### src/rtl/mbps_pkg.sv
`timescale 1ns / 1ps
// ----------------------------------------------------------------------------
// mbps_pkg
// Shared types and constants of the masked byte pattern scanner.
// ----------------------------------------------------------------------------
package mbps_pkg;

    localparam int MAX_PATTERN_BYTES = 16;
    localparam int OFFSET_BITS       = 32;
    localparam int LEN_W             = $clog2(MAX_PATTERN_BYTES + 1);
    localparam int WIN_IDX_W         = (MAX_PATTERN_BYTES > 1) ? $clog2(MAX_PATTERN_BYTES) : 1;
    localparam int CFG_INDEX_W       = 3;
    localparam int CFG_DATA_W        = 64;
    localparam int MATCH_OFFSET_W    = 32;
    localparam int PATTERN_BYTES     = 16;

    typedef logic [7:0] byte_t;
    typedef byte_t [MAX_PATTERN_BYTES-1:0] window_t;
    typedef byte_t [PATTERN_BYTES-1:0] pattern_t;

    typedef enum logic [CFG_INDEX_W-1:0] {
        CFG_VALUE_LOW   = 3'd0,
        CFG_VALUE_HIGH  = 3'd1,
        CFG_MASK_LOW    = 3'd2,
        CFG_MASK_HIGH   = 3'd3,
        CFG_LENGTH      = 3'd4,
        CFG_STRIDE      = 3'd5,
        CFG_START_PHASE = 3'd6
    } cfg_index_t;

    typedef enum logic [1:0] {
        STRIDE_ANY     = 2'd0,
        STRIDE_FOUR    = 2'd1,
        STRIDE_SIXTEEN = 2'd2
    } stride_t;

endpackage

### src/rtl/mbps_match.sv
`timescale 1ns / 1ps
// ----------------------------------------------------------------------------
// mbps_match
// Masked compare of the pattern against the newest bytes of the window.
// ----------------------------------------------------------------------------
module mbps_match
    import mbps_pkg::*;
(
    input  window_t            window,
    input  pattern_t           pat_value,
    input  pattern_t           pat_mask,
    input  logic [LEN_W-1:0]   len,
    output logic               hit
);

    // Pattern byte j lines up with window position len-1-j; index 0 is newest.
    always_comb
    begin
        logic [LEN_W-1:0] idx;
        byte_t            b;
        hit = 1'b1;
        for (int j = 0; j < MAX_PATTERN_BYTES; j++)
        begin
            idx = len - LEN_W'(j + 1);
            b   = window[idx[WIN_IDX_W-1:0]];
            if (LEN_W'(j) < len)
            begin
                if ((b & pat_mask[j]) != (pat_value[j] & pat_mask[j]))
                begin
                    hit = 1'b0;
                end
            end
        end
    end

endmodule
### config.mk
export PLATFORM = sky130hd
export DESIGN_NAME = mbps_match
export DESIGN_NICKNAME = d
export VERILOG_FILES = /design/src/rtl/mbps_pkg.sv /design/src/rtl/mbps_match.sv
export SDC_FILE = /design/constraint.sdc
export NUM_CORES = 1
export LEC_CHECK = 0
export BUFFER_PORTS_ARGS = -buffer_cell sky130_fd_sc_hd__buf_2
export CORE_AREA = 5 5 160 162
export DETAILED_ROUTE_END_ITERATION = 12
export DIE_AREA = 0 0 165 167
export PLACE_DENSITY = 0.76
export SETUP_SLACK_MARGIN = 0.02
export SYNTH_ARGS = -nofsm -noshare
export SYNTH_HDL_FRONTEND = slang
export SYNTH_SLANG_ARGS = --single-unit
### constraint.sdc
create_clock -name vclk -period 9.2
set_input_delay 1.84 -clock vclk [all_inputs]
set_output_delay 1.84 -clock vclk [all_outputs]
set_load 0.01 [all_outputs]
==> metrics.md <==
| Metric | Value |
|---|---|
| DRT Wirelength | 44.2 mm |
| Routed vias/inst | between 6 and 7 |
| Worst Max-Slew Pin Slew | between 1 and 1.5 ns |
| WL met3 | 4.95 mm |
| Post-Syn Area | approximately 9400 um2 |
| Syn nets | approximately 1200 |
| Resized cells post-CTS | 0 |
| Tot GR Track Use | a little under a third |
| Register area share after synthesis | 0% |
| Complex-gate fraction of the synthesized area | under 10% |
| Starting density of the core | 39.1% |
| Mux contribution to synthesized area | around 62% |
| Post-CTS Setup Bufs | 0 |
| Pwr Total | between 0.9 and 1 mW |
| Max-cap violations | 0 |
| FFs & Latches | 0 |
| Mean area per synthesized cell | around 12 um2 |
| Grt ovf | 0 |
| Initial antenna violation count | 21 |
| Placed cell area | ~12000 um2 |
| Static leakage | just under 5 nW |
| Main combinational cell family by area after synthesis | multiplexers |
| Worst min-delay path category | input port to primary output |
| Largest net degree at the start of global routing | 56 |
| RePlAce Congestion | ~0.99 |
| Layout Nets | between 1500 and 2000 |
| RSZ-0062 raised after global routing | no |
| Wl on met1 | between 15 and 20 mm |
| Post-DP HPWL | about 38 mm |
| Hold path endpoint | hit |
| Synth-to-layout area growth | 23.8% |
| Worst Path Arrival | ~6.4 ns |
| Post-DR wirelength/cell | 29.3 um |
| Final worst-path setup slack | 0.974 ns |
| Max FO, Critical Path | 55 |
| Critical Path Source Type | input port |
| Vias | roughly 10000 |
| Top Metal Used | met5 |
| Initial DRC Count | approximately 1200 |
| Top-Level Pins | 390 |
| Placement Setup Slack | 1.10 ns |
| Hold buffer count at cts | 0 |
| Port Buf Inserts | between 300 and 400 |
| Share of post-route cells with drive strength above 1 | about half |
| Final period utilization | 89.4% |
| Post-Layout Inst Area | approximately 12000 um2 |
| Vias in the first global route | between 10000 and 15000 |
| Max_slew headroom | 21.2% |
| Most common cell after layout, fill and taps aside | buf_2 |
| Rows | between 50 and 60 |
| Setup TNS | 0 ns |
| Final ANT Viol Nets | 0 |
| Status | finished, final reports clean |
| Reg area | 0 um2 |
| Adder-Cell Fraction of Synth Area | less than 1% |
| Hold Fails Final Rpt | 0 |
| Final min period | just over 8 ns |
| Critical setup path kind | input port to primary output |
| Fmax | 122 MHz |
| First-pass GRT wire length | 62.0 mm |
| Die Height | 167 um |
| Ys Warns | 0 |
| Core ar. | roughly 24000 um2 |
| Residual DRC | 0 |
| Post-Syn Instances | 811 |
| Met2 WL post-DR | approximately 22 mm |
| Clock buffers | 0 |
| Setup-failing EPs final | 0 |
| Max VDD drop | around 0.025 mV |
| Yosys cell types | between 50 and 60 |
| Crit path capture type | primary output |
| Simple-Gate Fraction of Synth Area | about 5.5% |
| Most frequent cells in the layout | buf_2 (388), mux4_2 (170), mux2i_1 (141) |
| Final Max Tran Viols | 0 |
| Synth Area in XOR/XNOR | between 15 and 20% |
| Pre-Repair DR Iteration Count | 7 |
| Hold Path Stages | 6 |
| Die area | around 28000 um2 |
| Worst hold start | pat_mask[114] |
| Die Width | 165 um |
| Worst Path Required | about 7.4 ns |
| Power Density | 84.1 nW/um2 |
-- final cells by class --
type | count | area, um2
diodes | 20 | 50.0
repair buffers | 410 | 2120
well taps | 324 | 405
multi-input cells | 748 | 9020
fillers | 2305 | 12300
inverters | 4 | 15.0
-- worst max-delay path, cell delays in order --
cell	delay [ns]
buf_6	0.45
buf_4	0.73
mux4_2	0.65
mux4_2	0.50
xor2_1	0.20
a221oi_2	0.33
nand3_1	0.32
nor3_1	0.41
and3b_1	0.21
o2111ai_1	0.17
and4b_1	0.33
buf_2	0.14
-- stage by stage --
stage	cells	util (%)	hold slack, ns
after floorplan	811	-	4.06
after global placement	1486	48.3	4.31
after detailed placement	1486	48.3	4.31
after CTS	1486	48.3	4.31
after global routing	1505	48.5	4.35
final	1506	48.5	4.33
-- synthesized netlist by cell type, types with 4 or more instances --
cell type / instances / share of area [%]
and3_1: 5 / 0.33
nand2b_1: 9 / 0.60
nor2_1: 4 / 0.16
a211oi_1: 4 / 0.32
buf_6: 9 / 1.1
ha_1: 7 / 0.93
o21ai_1: 4 / 0.21
xnor2_1: 112 / 10
a21oi_1: 19 / 1.0
xor2_1: 76 / 7.1
a22oi_1: 33 / 2.6
inv_1: 4 / 0.16
nand2_1: 34 / 1.4
a222oi_1: 7 / 0.75
mux4_2: 170 / 41
buf_4: 6 / 0.48
nand3_1: 23 / 1.2
mux2i_1: 141 / 15
a22o_1: 7 / 0.65
clkbuf_1: 13 / 0.52
a221oi_1: 14 / 1.3
buf_2: 26 / 1.4
o21ai_0: 10 / 0.53
nand4_1: 8 / 0.53
mux4_1: 20 / 5.6
-- power breakdown --
group	switching, mW	internal [mW]	leakage (nW)
logic	0.505	0.473	4.91
registers	0	0	0
clock network	0	0.000000291	0.000127
-- cells by family after synthesis --
family / after synthesis
AO/OA/AOI/OAI: 115
XOR/XNOR: 192
adder cells (fa/ha/maj): 7
buffers and inverters: 63
multiplexers: 334
AND/OR/NAND/NOR: 100
-- worst max path at each step --
| stage | from | slack, ns | depth (start not counted) | end |
|---|---|---|---|---|
| floorplan | len[1] | 1.45 | 17 | hit |
| global placement | len[0] | 1.12 | 12 | hit |
| detailed placement | len[0] | 1.10 | 12 | hit |
| CTS | len[0] | 1.11 | 12 | hit |
| global route | len[0] | 0.78 | 12 | hit |
| finish | len[0] | 0.97 | 12 | hit |
-- layer usage --
layer | track usage, % | up-vias
met5 | 0 | -
met4 | 12.3 | 4
met3 | 5.68 | 132
met2 | 51.3 | 792
met1 | 37.1 | 4942
li1 | - | 4142
Power figures use the tool's default switching activity.
